--- config.mk ---
export PLATFORM = sky130hd
export DESIGN_NAME = track_point_coordinate_extractor_top
export DESIGN_NICKNAME = d
export VERILOG_FILES = /design/src/hdl/tpce_pkg.sv /design/src/hdl/tpce_front.sv /design/src/hdl/tpce_evq.sv /design/src/hdl/tpce_back.sv /design/src/hdl/track_point_coordinate_extractor_top.sv
export VERILOG_INCLUDE_DIRS = /design/src /design/src/hdl
export SDC_FILE = /design/constraint.sdc
export NUM_CORES = 2
export LEC_CHECK = 0
export BUFFER_PORTS_ARGS = -buffer_cell sky130_fd_sc_hd__clkbuf_2
export CORE_ASPECT_RATIO = 2
export CORE_MARGIN = 3
export CORE_UTILIZATION = 39
export DETAILED_ROUTE_END_ITERATION = 10
export PLACE_DENSITY = 0.66
export SLEW_MARGIN = 25
export SYNTH_ARGS = -nofsm -noshare
export SYNTH_HDL_FRONTEND = slang
export SYNTH_HIERARCHICAL = 1
export SYNTH_SLANG_ARGS = --single-unit
--- constraint.sdc ---
create_clock -name clock -period 13.1 [get_ports clock]
set_input_delay 1.31 -clock clock [delete_from_list [all_inputs] [get_ports clock]]
set_output_delay 1.31 -clock clock [all_outputs]
set_load 0.1 [all_outputs]
--- src/hdl/track_point_coordinate_extractor_top_assert.svh ---
// Assertion macros for the track point coordinate extractor.
`ifndef TRACK_POINT_COORDINATE_EXTRACTOR_TOP_ASSERT_SVH
`define TRACK_POINT_COORDINATE_EXTRACTOR_TOP_ASSERT_SVH

// The consequent must hold in the same cycle as the antecedent.
`define TPCE_ASSERT_NOW(label, clk, rst, ante, cons) \
   label: assert property (@(posedge clk) disable iff (rst) (ante) |-> (cons)) \
      else $error("tpce assertion failed");

// The consequent must hold in the cycle after the antecedent.
`define TPCE_ASSERT_NEXT(label, clk, rst, ante, cons) \
   label: assert property (@(posedge clk) disable iff (rst) (ante) |=> (cons)) \
      else $error("tpce assertion failed");

`endif

--- src/hdl/tpce_pkg.sv ---
// Shared constants and types of the track point coordinate extractor.
`default_nettype none
package tpce_pkg;

   localparam int MAX_POINTS      = 8192;
   localparam int FRACTION_DIGITS = 7;

   localparam int COORD_W = 32;
   localparam int MAG_W   = 31;
   localparam int KEPT_W  = 17;
   localparam int FOUND_W = 24;
   localparam int PROD_W  = KEPT_W + FOUND_W;

   localparam logic [FOUND_W-1:0] FOUND_MAX = {FOUND_W{1'b1}};

   localparam int EVQ_DEPTH  = 4;
   localparam int RESQ_DEPTH = 4;

   localparam int CSR_ADDR_W = 3;
   localparam int CSR_DATA_W = 32;
   localparam logic CSR_IDX_TOTAL_POINTS = 1'b0;

   typedef enum logic [2:0] {
      PH_SEEK_LAT,
      PH_LAT_START,
      PH_LAT_BODY,
      PH_SEEK_LON,
      PH_LON_START,
      PH_LON_BODY
   } phase_type;

   typedef struct packed {
      logic               has_pair;
      logic               eof;
      logic [COORD_W-1:0] latitude;
      logic [COORD_W-1:0] longitude;
   } event_type;

   typedef struct packed {
      logic signed [COORD_W-1:0] latitude;
      logic signed [COORD_W-1:0] longitude;
      logic [KEPT_W-1:0]         slot;
      logic [FOUND_W-1:0]        pair_number;
      logic                      is_summary;
      logic                      last_of_run;
   } result_type;

endpackage
`default_nettype wire

--- src/hdl/tpce_front.sv ---
// Byte parser: key matching and decimal conversion, one byte per cycle.
`default_nettype none
module tpce_front (
   input  wire logic                 clock,
   input  wire logic                 reset,
   input  wire logic                 in_valid,
   input  wire logic [7:0]           data_byte,
   input  wire logic                 end_of_file,
   output logic                      ev_push,
   output tpce_pkg::event_type       ev
);
   import tpce_pkg::*;

   localparam int SUM_W      = MAG_W + 4;
   localparam int FRAC_LIMIT = 7;
   localparam int KEY_LEN    = 5;

   localparam logic [7:0] CH_L     = 8'h6C;
   localparam logic [7:0] CH_MINUS = 8'h2D;
   localparam logic [7:0] CH_PLUS  = 8'h2B;
   localparam logic [7:0] CH_POINT = 8'h2E;
   localparam logic [7:0] CH_ZERO  = 8'h30;
   localparam logic [7:0] CH_NINE  = 8'h39;

   localparam logic [7:0] LAT_KEY [KEY_LEN] = '{8'h6C, 8'h61, 8'h74, 8'h3D, 8'h22};
   localparam logic [7:0] LON_KEY [KEY_LEN] = '{8'h6C, 8'h6F, 8'h6E, 8'h3D, 8'h22};

   localparam logic [23:0] POW10 [8] = '{24'd1, 24'd10, 24'd100, 24'd1000, 24'd10000,
                                         24'd100000, 24'd1000000, 24'd10000000};

   localparam logic [SUM_W-1:0] MAG_MAX = SUM_W'({MAG_W{1'b1}});

   function automatic logic [27:0] digit_scaled(input logic [3:0] d, input logic [2:0] e);
      return 28'(d) * 28'(POW10[e]);
   endfunction

   function automatic logic [COORD_W-1:0] signed_value(input logic neg,
                                                       input logic [MAG_W-1:0] mag);
      logic [COORD_W-1:0] m;
      m = {1'b0, mag};
      return neg ? (~m + COORD_W'(1)) : m;
   endfunction

   phase_type          phase_ff, phase_in, phase_mid;
   logic [2:0]         kpos_ff, kpos_in, kpos_mid, kpos_cur;
   logic [3:0]         kpos_new;
   logic               neg_ff, neg_in;
   logic               point_ff, point_in;
   logic [2:0]         fd_ff, fd_in;
   logic [MAG_W-1:0]   acc_ff, acc_in;
   logic [COORD_W-1:0] held_ff, held_in;

   // Result of offering the byte to the open number.
   logic               first;
   logic               is_digit;
   logic [3:0]         digit;
   logic [2:0]         fd_inc;
   logic [SUM_W-1:0]   int_sum, frac_add, frac_sum, sum;
   logic               num_take, num_neg, num_point;
   logic [2:0]         num_fd;
   logic [MAG_W-1:0]   num_acc;

   logic [7:0]         key_byte;
   logic               pair;
   logic [COORD_W-1:0] lon_val;

   assign first    = (phase_ff == PH_LAT_START) || (phase_ff == PH_LON_START);
   assign is_digit = (data_byte >= CH_ZERO) && (data_byte <= CH_NINE);
   assign digit    = data_byte[3:0];
   assign fd_inc   = fd_ff + 3'd1;
   assign int_sum  = SUM_W'({acc_ff, 3'b000}) + SUM_W'({acc_ff, 1'b0})
                   + SUM_W'(digit_scaled(digit, 3'(FRAC_LIMIT)));
   assign frac_add = (fd_inc <= 3'(FRACTION_DIGITS))
                   ? SUM_W'(digit_scaled(digit, 3'(3'(FRAC_LIMIT) - fd_inc))) : '0;
   assign frac_sum = SUM_W'(acc_ff) + frac_add;

   always_comb begin
      num_take  = 1'b0;
      num_neg   = neg_ff;
      num_point = point_ff;
      num_fd    = fd_ff;
      sum       = SUM_W'(acc_ff);
      if (first && ((data_byte == CH_MINUS) || (data_byte == CH_PLUS))) begin
         num_take = 1'b1;
         num_neg  = (data_byte == CH_MINUS);
      end else if ((data_byte == CH_POINT) && !point_ff) begin
         num_take  = 1'b1;
         num_point = 1'b1;
      end else if (is_digit) begin
         num_take = 1'b1;
         if (!point_ff) begin
            sum = int_sum;
         end else if (fd_ff < 3'(FRAC_LIMIT)) begin
            num_fd = fd_inc;
            sum    = frac_sum;
         end
      end
      num_acc = (sum > MAG_MAX) ? MAG_MAX[MAG_W-1:0] : sum[MAG_W-1:0];
   end

   always_comb begin
      phase_mid = phase_ff;
      kpos_mid  = kpos_ff;
      neg_in    = neg_ff;
      point_in  = point_ff;
      fd_in     = fd_ff;
      acc_in    = acc_ff;
      held_in   = held_ff;
      pair      = 1'b0;
      lon_val   = '0;

      unique case (phase_ff) inside
         PH_LAT_START, PH_LAT_BODY: begin
            if (num_take) begin
               phase_mid = PH_LAT_BODY;
               neg_in    = num_neg;
               point_in  = num_point;
               fd_in     = num_fd;
               acc_in    = num_acc;
            end else begin
               held_in   = signed_value(neg_ff, acc_ff);
               phase_mid = PH_SEEK_LON;
               kpos_mid  = 3'd0;
            end
         end
         PH_LON_START, PH_LON_BODY: begin
            if (num_take) begin
               phase_mid = PH_LON_BODY;
               neg_in    = num_neg;
               point_in  = num_point;
               fd_in     = num_fd;
               acc_in    = num_acc;
            end else begin
               pair      = 1'b1;
               lon_val   = signed_value(neg_ff, acc_ff);
               phase_mid = PH_SEEK_LAT;
               kpos_mid  = 3'd0;
            end
         end
         default: begin
         end
      endcase

      // The byte that ends a number is still offered to the key search.
      phase_in = phase_mid;
      kpos_in  = kpos_mid;
      kpos_cur = (kpos_mid > 3'(KEY_LEN - 1)) ? 3'd0 : kpos_mid;
      key_byte = (phase_mid == PH_SEEK_LON) ? LON_KEY[kpos_cur] : LAT_KEY[kpos_cur];
      if (data_byte == key_byte) begin
         kpos_new = 4'(kpos_cur) + 4'd1;
      end else begin
         kpos_new = (data_byte == CH_L) ? 4'd1 : 4'd0;
      end
      if ((phase_mid == PH_SEEK_LAT) || (phase_mid == PH_SEEK_LON)) begin
         if (kpos_new == 4'(KEY_LEN)) begin
            kpos_in  = 3'd0;
            phase_in = (phase_mid == PH_SEEK_LON) ? PH_LON_START : PH_LAT_START;
            neg_in   = 1'b0;
            point_in = 1'b0;
            fd_in    = 3'd0;
            acc_in   = '0;
         end else begin
            kpos_in = kpos_new[2:0];
         end
      end

      if (end_of_file) begin
         // A longitude still open at the last byte closes the pair.
         if ((phase_in == PH_LON_START) || (phase_in == PH_LON_BODY)) begin
            pair    = 1'b1;
            lon_val = signed_value(neg_in, acc_in);
         end
         phase_in = PH_SEEK_LAT;
         kpos_in  = 3'd0;
         neg_in   = 1'b0;
         point_in = 1'b0;
         fd_in    = 3'd0;
         acc_in   = '0;
         held_in  = '0;
      end
   end

   assign ev_push      = in_valid && (pair || end_of_file);
   assign ev.has_pair  = pair;
   assign ev.eof       = end_of_file;
   assign ev.latitude  = held_ff;
   assign ev.longitude = lon_val;

   always_ff @(posedge clock) begin
      if (reset) begin
         phase_ff <= PH_SEEK_LAT;
         kpos_ff  <= 3'd0;
         neg_ff   <= 1'b0;
         point_ff <= 1'b0;
         fd_ff    <= 3'd0;
         acc_ff   <= '0;
         held_ff  <= '0;
      end else if (in_valid) begin
         phase_ff <= phase_in;
         kpos_ff  <= kpos_in;
         neg_ff   <= neg_in;
         point_ff <= point_in;
         fd_ff    <= fd_in;
         acc_ff   <= acc_in;
         held_ff  <= held_in;
      end
   end

endmodule
`default_nettype wire

--- src/hdl/tpce_evq.sv ---
// Short event queue between the parser and the pair selector.
`default_nettype none
module tpce_evq (
   input  wire logic                 clock,
   input  wire logic                 reset,
   input  wire logic                 push_valid,
   input  wire tpce_pkg::event_type  push_event,
   output logic                      full,
   input  wire logic                 pop,
   output logic                      head_valid,
   output tpce_pkg::event_type       head
);
   import tpce_pkg::*;

   localparam int PTR_W = $clog2(EVQ_DEPTH);
   localparam int CNT_W = $clog2(EVQ_DEPTH + 1);

   event_type        mem_ff [EVQ_DEPTH];
   logic [PTR_W-1:0] wr_ff, wr_in, rd_ff, rd_in;
   logic [CNT_W-1:0] count_ff, count_in;
   logic             do_push, do_pop;

   assign full       = (count_ff == CNT_W'(EVQ_DEPTH));
   assign head_valid = (count_ff != '0);
   assign head       = mem_ff[rd_ff];
   assign do_push    = push_valid && !full;
   assign do_pop     = pop && head_valid;

   always_comb begin
      wr_in    = wr_ff;
      rd_in    = rd_ff;
      count_in = count_ff;
      if (do_push) begin
         wr_in = (wr_ff == PTR_W'(EVQ_DEPTH - 1)) ? '0 : wr_ff + PTR_W'(1);
      end
      if (do_pop) begin
         rd_in = (rd_ff == PTR_W'(EVQ_DEPTH - 1)) ? '0 : rd_ff + PTR_W'(1);
      end
      if (do_push && !do_pop) begin
         count_in = count_ff + CNT_W'(1);
      end else if (do_pop && !do_push) begin
         count_in = count_ff - CNT_W'(1);
      end
   end

   always_ff @(posedge clock) begin
      if (reset) begin
         wr_ff    <= '0;
         rd_ff    <= '0;
         count_ff <= '0;
      end else begin
         wr_ff    <= wr_in;
         rd_ff    <= rd_in;
         count_ff <= count_in;
      end
   end

   always_ff @(posedge clock) begin
      if (do_push) begin
         mem_ff[wr_ff] <= push_event;
      end
   end

endmodule
`default_nettype wire

--- src/hdl/tpce_back.sv ---
// Pair selector: downsampling decision, counters and the result queue.
`default_nettype none
module tpce_back (
   input  wire logic                  clock,
   input  wire logic                  reset,
   input  wire logic                  ev_valid,
   input  wire tpce_pkg::event_type   ev,
   output logic                       ev_pop,
   input  wire logic [tpce_pkg::FOUND_W-1:0] total_points,
   input  wire logic                  pop,
   output logic                       empty,
   output tpce_pkg::result_type       res
);
   import tpce_pkg::*;

   localparam int PTR_W = $clog2(RESQ_DEPTH);
   localparam int CNT_W = $clog2(RESQ_DEPTH + 1);

   result_type        resq_ff [RESQ_DEPTH];
   logic [PTR_W-1:0]  wr_ff, wr_in, rd_ff, rd_in;
   logic [CNT_W-1:0]  count_ff, count_in;
   logic              res_full, step, do_pop, wr_en;
   result_type        wr_data;

   logic [FOUND_W-1:0] found_ff, found_in, found_p;
   logic [KEPT_W-1:0]  kept_ff, kept_in, kept_p;
   logic [PROD_W-1:0]  itc_ff, itc_in, itc_p;
   logic [PROD_W-1:0]  kt_ff, kt_in, kt_p;
   logic               sum_pend_ff, sum_pend_in;
   logic               keep;

   assign res_full = (count_ff == CNT_W'(RESQ_DEPTH));
   assign empty    = (count_ff == '0);
   assign res      = resq_ff[rd_ff];
   assign step     = ev_valid && !res_full;
   assign do_pop   = pop && !empty;

   // Keeps pair i if kept < MAX_POINTS and kept*total <= i*MAX_POINTS (running sums).
   always_comb begin
      keep = 1'b0;
      if (kept_ff < KEPT_W'(MAX_POINTS)) begin
         keep = (total_points <= FOUND_W'(MAX_POINTS)) || (kt_ff <= itc_ff);
      end
      kept_p  = kept_ff;
      kt_p    = kt_ff;
      found_p = found_ff;
      itc_p   = itc_ff;
      if (keep) begin
         kept_p = kept_ff + KEPT_W'(1);
         kt_p   = kt_ff + PROD_W'(total_points);
      end
      if (found_ff != FOUND_MAX) begin
         found_p = found_ff + FOUND_W'(1);
         itc_p   = itc_ff + PROD_W'(MAX_POINTS);
      end
   end

   always_comb begin
      ev_pop      = 1'b0;
      wr_en       = 1'b0;
      sum_pend_in = sum_pend_ff;
      found_in    = found_ff;
      kept_in     = kept_ff;
      itc_in      = itc_ff;
      kt_in       = kt_ff;
      wr_data.latitude    = '0;
      wr_data.longitude   = '0;
      wr_data.slot        = kept_ff;
      wr_data.pair_number = found_ff;
      wr_data.is_summary  = 1'b1;
      wr_data.last_of_run = 1'b1;
      if (step) begin
         if (sum_pend_ff || !ev.has_pair) begin
            // Summary with the counters as they stand, then a fresh file.
            wr_en       = 1'b1;
            ev_pop      = 1'b1;
            sum_pend_in = 1'b0;
            found_in    = '0;
            kept_in     = '0;
            itc_in      = '0;
            kt_in       = '0;
         end else begin
            found_in = found_p;
            kept_in  = kept_p;
            itc_in   = itc_p;
            kt_in    = kt_p;
            if (keep) begin
               wr_en               = 1'b1;
               wr_data.latitude    = ev.latitude;
               wr_data.longitude   = ev.longitude;
               wr_data.is_summary  = 1'b0;
               wr_data.last_of_run = !ev.eof;
               // The summary of a closing byte follows in the next step.
               sum_pend_in         = ev.eof;
               ev_pop              = !ev.eof;
            end else if (ev.eof) begin
               wr_en               = 1'b1;
               wr_data.slot        = kept_p;
               wr_data.pair_number = found_p;
               ev_pop              = 1'b1;
               found_in            = '0;
               kept_in             = '0;
               itc_in              = '0;
               kt_in               = '0;
            end else begin
               ev_pop = 1'b1;
            end
         end
      end
   end

   always_comb begin
      wr_in    = wr_ff;
      rd_in    = rd_ff;
      count_in = count_ff;
      if (wr_en) begin
         wr_in = (wr_ff == PTR_W'(RESQ_DEPTH - 1)) ? '0 : wr_ff + PTR_W'(1);
      end
      if (do_pop) begin
         rd_in = (rd_ff == PTR_W'(RESQ_DEPTH - 1)) ? '0 : rd_ff + PTR_W'(1);
      end
      if (wr_en && !do_pop) begin
         count_in = count_ff + CNT_W'(1);
      end else if (do_pop && !wr_en) begin
         count_in = count_ff - CNT_W'(1);
      end
   end

   always_ff @(posedge clock) begin
      if (reset) begin
         wr_ff       <= '0;
         rd_ff       <= '0;
         count_ff    <= '0;
         sum_pend_ff <= 1'b0;
         found_ff    <= '0;
         kept_ff     <= '0;
         itc_ff      <= '0;
         kt_ff       <= '0;
      end else begin
         wr_ff       <= wr_in;
         rd_ff       <= rd_in;
         count_ff    <= count_in;
         sum_pend_ff <= sum_pend_in;
         found_ff    <= found_in;
         kept_ff     <= kept_in;
         itc_ff      <= itc_in;
         kt_ff       <= kt_in;
      end
   end

   always_ff @(posedge clock) begin
      if (wr_en) begin
         resq_ff[wr_ff] <= wr_data;
      end
   end

endmodule
`default_nettype wire

--- src/hdl/track_point_coordinate_extractor_top.sv ---
// Throughput: one byte per cycle; the parser takes a byte whenever the event queue has room.
// A result reaches the result ports through the event queue and then the result queue.
// The closing byte of a file whose last pair is kept gives the pair, then the summary.
// Reset is synchronous and clears the parser, counters, both queues and total_points.
// Top level of the track point coordinate extractor.
`default_nettype none
`include "track_point_coordinate_extractor_top_assert.svh"
module track_point_coordinate_extractor_top (
   input  wire logic                                 clock,
   input  wire logic                                 reset,
   input  wire logic                                 push,
   output logic                                      full,
   input  wire logic [7:0]                           req_data_byte,
   input  wire logic                                 req_end_of_file,
   output logic                                      empty,
   input  wire logic                                 pop,
   output logic signed [tpce_pkg::COORD_W-1:0]       rsp_latitude,
   output logic signed [tpce_pkg::COORD_W-1:0]       rsp_longitude,
   output logic [tpce_pkg::KEPT_W-1:0]               rsp_slot,
   output logic [tpce_pkg::FOUND_W-1:0]              rsp_pair_number,
   output logic                                      rsp_is_summary,
   output logic                                      rsp_last_of_run,
   input  wire logic                                 psel,
   input  wire logic                                 penable,
   input  wire logic                                 pwrite,
   input  wire logic [tpce_pkg::CSR_ADDR_W-1:0]      paddr,
   input  wire logic [tpce_pkg::CSR_DATA_W-1:0]      pwdata,
   output logic [tpce_pkg::CSR_DATA_W-1:0]           prdata,
   output logic                                      pready
);
   import tpce_pkg::*;

   logic [FOUND_W-1:0] total_ff;
   logic               csr_write;
   logic               accept;
   logic               ev_push;
   event_type          ev_in;
   logic               evq_valid;
   event_type          evq_head;
   logic               ev_pop;
   result_type         res;

   assign pready    = 1'b1;
   assign csr_write = psel && penable && pwrite && pready
                   && (paddr[2] == CSR_IDX_TOTAL_POINTS);
   assign prdata    = (paddr[2] == CSR_IDX_TOTAL_POINTS)
                    ? CSR_DATA_W'(total_ff) : '0;

   always_ff @(posedge clock) begin
      if (reset) begin
         total_ff <= '0;
      end else if (csr_write) begin
         total_ff <= pwdata[FOUND_W-1:0];
      end
   end

   assign accept = push && !full;

   tpce_front u_front (
      .clock       (clock),
      .reset       (reset),
      .in_valid    (accept),
      .data_byte   (req_data_byte),
      .end_of_file (req_end_of_file),
      .ev_push     (ev_push),
      .ev          (ev_in)
   );

   tpce_evq u_evq (
      .clock      (clock),
      .reset      (reset),
      .push_valid (ev_push),
      .push_event (ev_in),
      .full       (full),
      .pop        (ev_pop),
      .head_valid (evq_valid),
      .head       (evq_head)
   );

   tpce_back u_back (
      .clock        (clock),
      .reset        (reset),
      .ev_valid     (evq_valid),
      .ev           (evq_head),
      .ev_pop       (ev_pop),
      .total_points (total_ff),
      .pop          (pop),
      .empty        (empty),
      .res          (res)
   );

   assign rsp_latitude    = res.latitude;
   assign rsp_longitude   = res.longitude;
   assign rsp_slot        = res.slot;
   assign rsp_pair_number = res.pair_number;
   assign rsp_is_summary  = res.is_summary;
   assign rsp_last_of_run = res.last_of_run;

   `TPCE_ASSERT_NOW(a_empty_after_reset, clock, reset, $past(reset), empty)
   `TPCE_ASSERT_NOW(a_summary_shape, clock, reset, !empty && rsp_is_summary, rsp_last_of_run && (rsp_latitude == 0) && (rsp_longitude == 0))
   `TPCE_ASSERT_NOW(a_slot_in_store, clock, reset, !empty && !rsp_is_summary, rsp_slot < KEPT_W'(MAX_POINTS))
   `TPCE_ASSERT_NEXT(a_no_result_without_event, clock, reset, empty && !evq_valid, empty)

endmodule
`default_nettype wire

Word level (Yosys, flattened, before mapping):

Memories as Yosys holds them, arrays and structs flattened. A register that Yosys moved wholly into a read port is not among the register bits.
Cells that the tools add are included.

* add/subtract/negate cells: 20
* multiply operators: 2
* div/mod/pow operators: 0
* order comparisons: 11
* eq/ne operators: 21
* shifts and indexed selects: 0
* mux-type cells: 122
* bitwise gates (word level): 5
* reductions and logical operators: 45

Operators with widths (number)
* 2-to-1 mux 41 bit: 10
* 2-to-1 mux 32 bit: 9
* 2-to-1 mux 107 bit: 2
* 2-to-1 mux 31 bit: 6
* 2-to-1 mux 35 bit: 5
* 2-to-1 mux 24 bit: 7
* 2-to-1 mux 3 bit: 25
* 2-to-1 mux 17 bit: 4
* adder 32 x 1 -> 32 bit, second input constant: 2
* 2-to-1 mux 64 bit: 1
* NOT 31 -> 32 bit: 2
* adder 41 x 14 -> 41 bit, second input constant: 1
* adder 41 x 24 -> 41 bit: 1
* <= comparator 41 bit: 1
* 2-to-1 mux 8 bit: 5
* 2-to-1 mux 1 bit: 36
* adder 31 x 35 -> 35 bit: 1
* adder 34 x 32 -> 35 bit: 1
* adder 35 x 28 -> 35 bit: 1
* > comparator 35 x 31 -> 1 bit, second input constant: 1
* multiplier 4 x 24 -> 28 bit: 1
* 2-to-1 mux 28 bit: 1
* adder 24 x 1 -> 24 bit, second input constant: 1
* == test 8 x 6 -> 1 bit, second input constant: 3
* 39 further kinds: 99

* bits in registers: 236
* bits in latches: 0
* memory bits (writable): 692
* memory bits (read-only): 320
* input port bits: 51
* output and inout port bits: 142
* word-level logic and storage cells: 250
* memories: 5

Memory list
* u_back.resq_ff: depth 4, bits a word 107, read ports 1, clocked after Yosys merged registers in 1, wr ports 1, RTL line tpce_back.sv:19 `result_type resq_ff [RESQ_DEPTH];`
* u_evq.mem_ff: depth 4, bits a word 66, read ports 1, clocked after Yosys merged registers in 1, wr ports 1, RTL line tpce_evq.sv:18 `event_type mem_ff [EVQ_DEPTH];`
* (name not given): depth 8, bits a word 24, read ports 1, clocked after Yosys merged registers in 0, wr ports 0, RTL line tpce_front.sv:34 `return 28'(d) * 28'(POW10[e]);`
* (name not given): depth 8, bits a word 8, read ports 1, clocked after Yosys merged registers in 0, wr ports 0, RTL line tpce_front.sv:148 `key_byte = (phase_mid == PH_SEEK_LON) ? LON_KEY[kpos_cur] : LAT_KEY[kpos_cur];`
* (name not given): depth 8, bits a word 8, read ports 1, clocked after Yosys merged registers in 0, wr ports 0, RTL line tpce_front.sv:148

Depth between registers and ports, before layout:

* depth in word-level cells: 30
* gate-level depth with buffers: 46
* mapped depth without buffers: 42

Modules after synthesis:

The synthesis kept the hierarchy.

Modules (own cells, without submodules)
* tpce_back: instances 1, cells each 1648, area each 23742.8 um2
* tpce_front: instances 1, cells each 1801, area each 13166.4 um2
* tpce_evq: instances 1, cells each 394, area each 10015.9 um2
* track_point_coordinate_extractor_top: instances 1, cells each 143, area each 1350.0 um2

Worst setup path after synthesis:

Ideal clock, no wire load.

* path kind: input to register
* start point: in req_data_byte[3]
* end point: mem u_evq/mem_ff[0][30] (netlist name), data pin
* setup time: 295 ps
* arrival: 9337 ps
* path slack: 3469 ps
* stages: 43
* path buffers: 4
* cells stage by stage: clkbuf_1 > nand3_1 > fa_1 > fa_1 > inv_1 > ha_1 > a21o_1 > a21oi_1 > o21bai_1 > a21oi_1 > nor2b_1 > o21a_1 > o31a_1 > o41ai_1 > o21ai_0 > or4_1 > nand3_1 > a31oi_1 > [... 7 more ...] > a21oi_1 > a41o_1 > nor3_1 > nor2_1 > buf_2 > buf_2 > nand2_1 > a21oi_1 > nor2_1 > inv_1 > ha_1 > inv_1 > a211o_1 > or3b_1 > buf_4 > nor4_2 > mux2i_1 > o311ai_1

RTL lines
* from (decl): RTL line track_point_coordinate_extractor_top.sv:13 `input wire logic [7:0] req_data_byte,`
* to (decl): RTL line tpce_evq.sv:18

==> tab_implementation.tex <==
\begin{tabular}{lr}
\hline
Metric & Value \\
\hline
\multicolumn{2}{l}{\textbf{Status}} \\
\quad Status & complete, no violations \\
\multicolumn{2}{l}{\textbf{Power and ir drop}} \\
\quad Internal & 5700 uW \\
\quad Switching power of the nets & $\sim$4200 uW \\
\quad PD cells & 186 mW/mm\^{}2 \\
\quad Maximum ir drop on the vdd rail & 0.000182 V \\
\quad Power share of the combinational group & 0.386 \\
\quad Part of the power in registers & 0.380 \\
\quad Net switching share of the total power & 0.424 \\
\quad Leakage dissipation & 0.0198 uW \\
\quad Share of power burned in the clock network & 0.234 \\
\multicolumn{2}{l}{\textbf{Synth}} \\
\quad Async S/R FF share, synth & 0 \\
\quad Post-Syn Area & 0.0483 mm\^{}2 \\
\quad Yosys top cell by area & edfxtp\_1 \\
\quad Instance count of the mapped netlist & 3,986 \\
\quad Post-synthesis cell type count & approximately 110 \\
\quad Count of yosys warnings during synthesis & 6 \\
\quad Share of the synthesized area in the top cell type & 0.430 \\
\quad Mean area per synthesized cell & 12.1 um\^{}2 \\
\quad Post-synth EDFFs & between 600 and 700 \\
\quad Dominant synthesized flop cell & edfxtp\_1 \\
\quad Yosys reg bits & 919 \\
\quad Fraction of the yosys area taken by sequential cells & 0.525 \\
\quad Top post-synthesis cells by area & edfxtp\_1 (43\%), dfxtp\_1 (9.4\%), mux4\_2 (8.1\%), ha\_1 (5.4\%), fa\_1 (2.6\%) \\
\multicolumn{2}{l}{\textbf{Drt}} \\
\quad Aggregate routed wire length & 135 mm \\
\quad DRC viols & 0 \\
\quad Number of routed nets with antenna violations & 0 \\
\quad Average wire per cell in the routed design & 23.7 um \\
\quad Average via count per standard cell & 5.75 \\
\quad Vias after detailed routing & $\sim$33,000 \\
\quad First-pass detailed-route iteration total & 6 \\
\quad DRC violation total after the first TritonRoute iteration & 2,096 \\
\multicolumn{2}{l}{\textbf{Timing}} \\
\quad Final count of negative-setup-slack endpoints & 0 \\
\quad Post-route clock period utilization & 0.884 \\
\quad FMAX & 86.3 MHz \\
\quad Largest clock skew in the final design & around 54 ps \\
\quad Tightest Pin Transition & 1220 ps \\
\quad Final Hold Viols & 0 \\
\quad Number of max-slew violations in the final report & 0 \\
\quad Tightest slew margin relative to the limit & 0.182 \\
\quad Unrepaired setup endpoints after global routing & false \\
\quad Final critical-path setup slack & about 1500 ps \\
\quad Total Negative Setup Slacks & 0 ps \\
\quad Min Tclk post-route & $\sim$12,000 ps \\
\multicolumn{2}{l}{\textbf{Die}} \\
\quad Height of the chip & 504 um \\
\quad Row Count & approximately 180 \\
\quad Die X-Extent & 255 um \\
\quad Initial Util & 0.393 \\
\quad Placeable core region & 0.123 mm\^{}2 \\
\quad Die area & roughly 0.13 mm\^{}2 \\
\quad IO Pins & 193 \\
\multicolumn{2}{l}{\textbf{Global route}} \\
\quad Pin count of the biggest net entering global routing & 75 \\
\quad Met1 capacity usage during global routing & 0.203 \\
\quad Total GRT Usage & 0.210 \\
\quad Number of global-route vias before repair & 33,100 \\
\quad Grt total ovfl & 0 \\
\quad Antenna violations before repair & 2 \\
\quad Wire length of the first global-routing pass & just over 200 mm \\
\quad Global-route met2 utilization & 0.399 \\
\quad Most crowded layer after global routing & met2 \\
\quad M3 GR Usage & 0.0277 \\
\multicolumn{2}{l}{\textbf{Setup path}} \\
\quad Worst setup EP type & flop \\
\quad Slowest cell on crit path & a2111oi\_0 \\
\quad Startpoint kind of the worst setup timing path & flop \\
\quad Crit. Startpoint & u\_front/fd\_ff[0] \\
\quad Last element of the critical path & u\_evq/mem\_ff[0][16] \\
\quad Depth of the most critical reg-to-reg path & 41 \\
\quad Startpoint of the most critical register-to-register path & u\_front/fd\_ff[0] \\
\quad Worst R2R End & u\_evq/mem\_ff[0][16] \\
\quad Critical path's most frequent cell & a21oi\_1 \\
\quad Worst path arrival time & 11,960 ps \\
\quad Maximum fanout along the worst path & 13 \\
\quad Path type of the worst setup path & flop to flop \\
\quad Data required time at the worst endpoint & 13,480 ps \\
\quad Slowest Stage Delay on Critical Path & between 600 and 700 ps \\
\quad Reg-to-reg slack, setup & 1510 ps \\
\multicolumn{2}{l}{\textbf{CTS}} \\
\quad Number of levels the H-tree was split into & 3 \\
\quad Worst-Skew Late Latency & 700 ps \\
\quad Post-cts resize count & 0 \\
\quad CTS clock-pin slew for the worst setup and hold paths & 80 ps \\
\quad CTS Hold Buffers Added & 0 \\
\quad Clock Path Buffers & 3 \\
\quad Post-CTS setup repair buffer count & 0 \\
\quad Count of clock tree sinks & 919 \\
\quad Cts bufs inserted & 74 \\
\quad TritonCTS clock tree & built \\
\quad Clock tree root driver cell & clkbuf\_16 \\
\multicolumn{2}{l}{\textbf{Final layout}} \\
\quad Fraction of layout instances using a drive strength above 1 & 0.148 \\
\quad Net total in the final layout & 4,400 \\
\quad Area Growth Syn to Fin & 10.2\% \\
\quad Utilization after layout & 0.433 \\
\multicolumn{2}{l}{\textbf{Place}} \\
\quad Setup Slack @ Placement & roughly 1400 ps \\
\quad Routability Congestion & roughly 1.1 \\
\quad Post-DP HPWL & 98.2 mm \\
\quad IO Port Bufs & between 150 and 200 \\
\multicolumn{2}{l}{\textbf{Run}} \\
\quad Maxcap violations & 0 \\
\multicolumn{2}{l}{\textbf{Worst hold path}} \\
\quad Worst min-delay path category & flop to flop \\
\hline
\end{tabular}
==> placed cells by master, fill, tap and decap left out, types with 25 or more instances in the layout <==
| master | Yosys | routed |
|---|---|---|
| clkbuf_16 | 0 | 74 |
| o21ai_0 | 180 | 179 |
| xnor2_1 | 110 | 110 |
| inv_1 | 235 | 235 |
| a311oi_1 | 39 | 39 |
| a22oi_1 | 73 | 73 |
| nand3_1 | 86 | 86 |
| nand4_1 | 39 | 39 |
| nor2_1 | 269 | 265 |
| clkbuf_2 | 1 | 172 |
| nand2_1 | 220 | 220 |
| a21o_1 | 45 | 45 |
| nor2b_1 | 44 | 44 |
| mux2i_1 | 37 | 37 |
| fa_1 | 63 | 63 |
| a22o_1 | 25 | 25 |
| or3_1 | 29 | 29 |
| and3_1 | 43 | 43 |
| mux4_2 | 173 | 173 |
| xor2_1 | 78 | 78 |
| and2_1 | 99 | 94 |
| a21oi_1 | 189 | 189 |
| ha_1 | 209 | 209 |
| dfxtp_1 | 227 | 223 |
| buf_4 | 15 | 64 |
| a31oi_1 | 44 | 44 |
| edfxtp_1 | 692 | 692 |
| nor3_1 | 71 | 71 |
| nand2b_1 | 81 | 81 |
==> metal layers <==
| metal | routed length, um | share of wire | up-vias |
|---|---|---|---|
| li1 | - | - | 15100 |
| met1 | 44100 | 0.33 | 16300 |
| met2 | 73500 | 0.54 | 1076 |
| met3 | 6090 | 0.045 | 409 |
| met4 | 11800 | 0.087 | 2 |
| met5 | 13 | 0.000096 | - |
==> kinds of logic (layout without fill, tap and decap cells) <==
group	Yosys count	in the layout	synth area share
fa+ha+maj	272	272	0.0803
other cells	2	14	0.000156
buf+inv	470	614	0.0407
mux	213	213	0.0891
compound gates	829	829	0.114
xor+xnor	188	188	0.0341
simple gates	1093	1093	0.117
flops	919	919	0.525
==> per-stage QoR <==
step	hold WS, ps	instance area [um^2]	instances	power (uW)
after floorplan	442	48300	3993	6830
after global placement	465	50600	5565	7630
after detailed placement	472	50600	5565	7680
after CTS	485	53200	5701	9990
after global routing	514	53200	5702	10300
final	483	53200	5706	9890
==> registers in the layout, summed over array words and instances, names as in the netlist, 17 cells and up, named ones only <==
name / flops
u_back/itc_ff: 28
u_front/acc_ff: 31
u_evq/mem_ff: 264
u_back/kept_ff: 17
u_back/kt_ff: 41
u_back/resq_ff: 428
u_back/found_ff: 24
total_ff: 24
u_front/held_ff: 32
==> worst min path at each step <==
stage / from / end / slack, ps / depth (start not counted)
6_report: u_back/itc_ff[35] / u_back/itc_ff[35] / 480 / 2
5_1_grt: u_front/kpos_ff[2] / u_front/kpos_ff[2] / 510 / 2
4_1_cts: u_back/itc_ff[40] / u_back/itc_ff[40] / 480 / 1
3_5_place_dp: u_back/itc_ff[38] / u_back/itc_ff[38] / 470 / 1
3_3_place_gp: u_evq/rd_ff[0] / flop / 470 / 2
2_1_floorplan: u_back/kept_ff[15] / u_back/kept_ff[15] / 440 / 1
==> synth_stat cells, types with 25 or more instances <==
cell,number
mux4_2,173
a31oi_1,44
xnor2_1,110
inv_1,235
a21o_1,45
and3_1,43
dfxtp_1,227
o21ai_0,180
nand4_1,39
edfxtp_1,692
mux2i_1,37
and2_1,99
nand2b_1,81
nor3_1,71
nand2_1,220
or3_1,29
clkbuf_1,161
a21oi_1,189
a22o_1,25
ha_1,209
a22oi_1,73
nor2b_1,44
nor2_1,269
fa_1,63
a311oi_1,39
nand3_1,86
xor2_1,78
==> power groups by stage <==
stage | sequential, uW | clock, uW | combinational (uW)
floorplan | 3780 | 0 | 3050
global placement | 3800 | 0 | 3830
detailed placement | 3830 | 0 | 3850
CTS | 3760 | 2370 | 3860
global route | 3800 | 2470 | 4030
finish | 3750 | 2310 | 3820
==> final cells by class <==
class,instances,area (um^2)
Fill cell,11200,69800
Tap cell,1564,1960
Antenna cell,5,12.5
Inverter,240,906
Clock inverter,36,494
Clock buffer,100,2050
Timing Repair Buffer,238,1360
Sequential cell,919,25300
Multi-Input combinational cell,2604,21100
==> worst max-delay path: cells and delay by family (launching register included) <==
family / cells / cell delay (ps)
DFF: 1 / 620
and+or+nand+nor: 9 / 1930
adders and majority gates: 6 / 2470
AOI/OAI and AO/OA: 20 / 5160
buffers and inverters: 5 / 940
xor gates and xnor gates: 1 / 90
No activity file was read; power rests on OpenSTA's default activity.
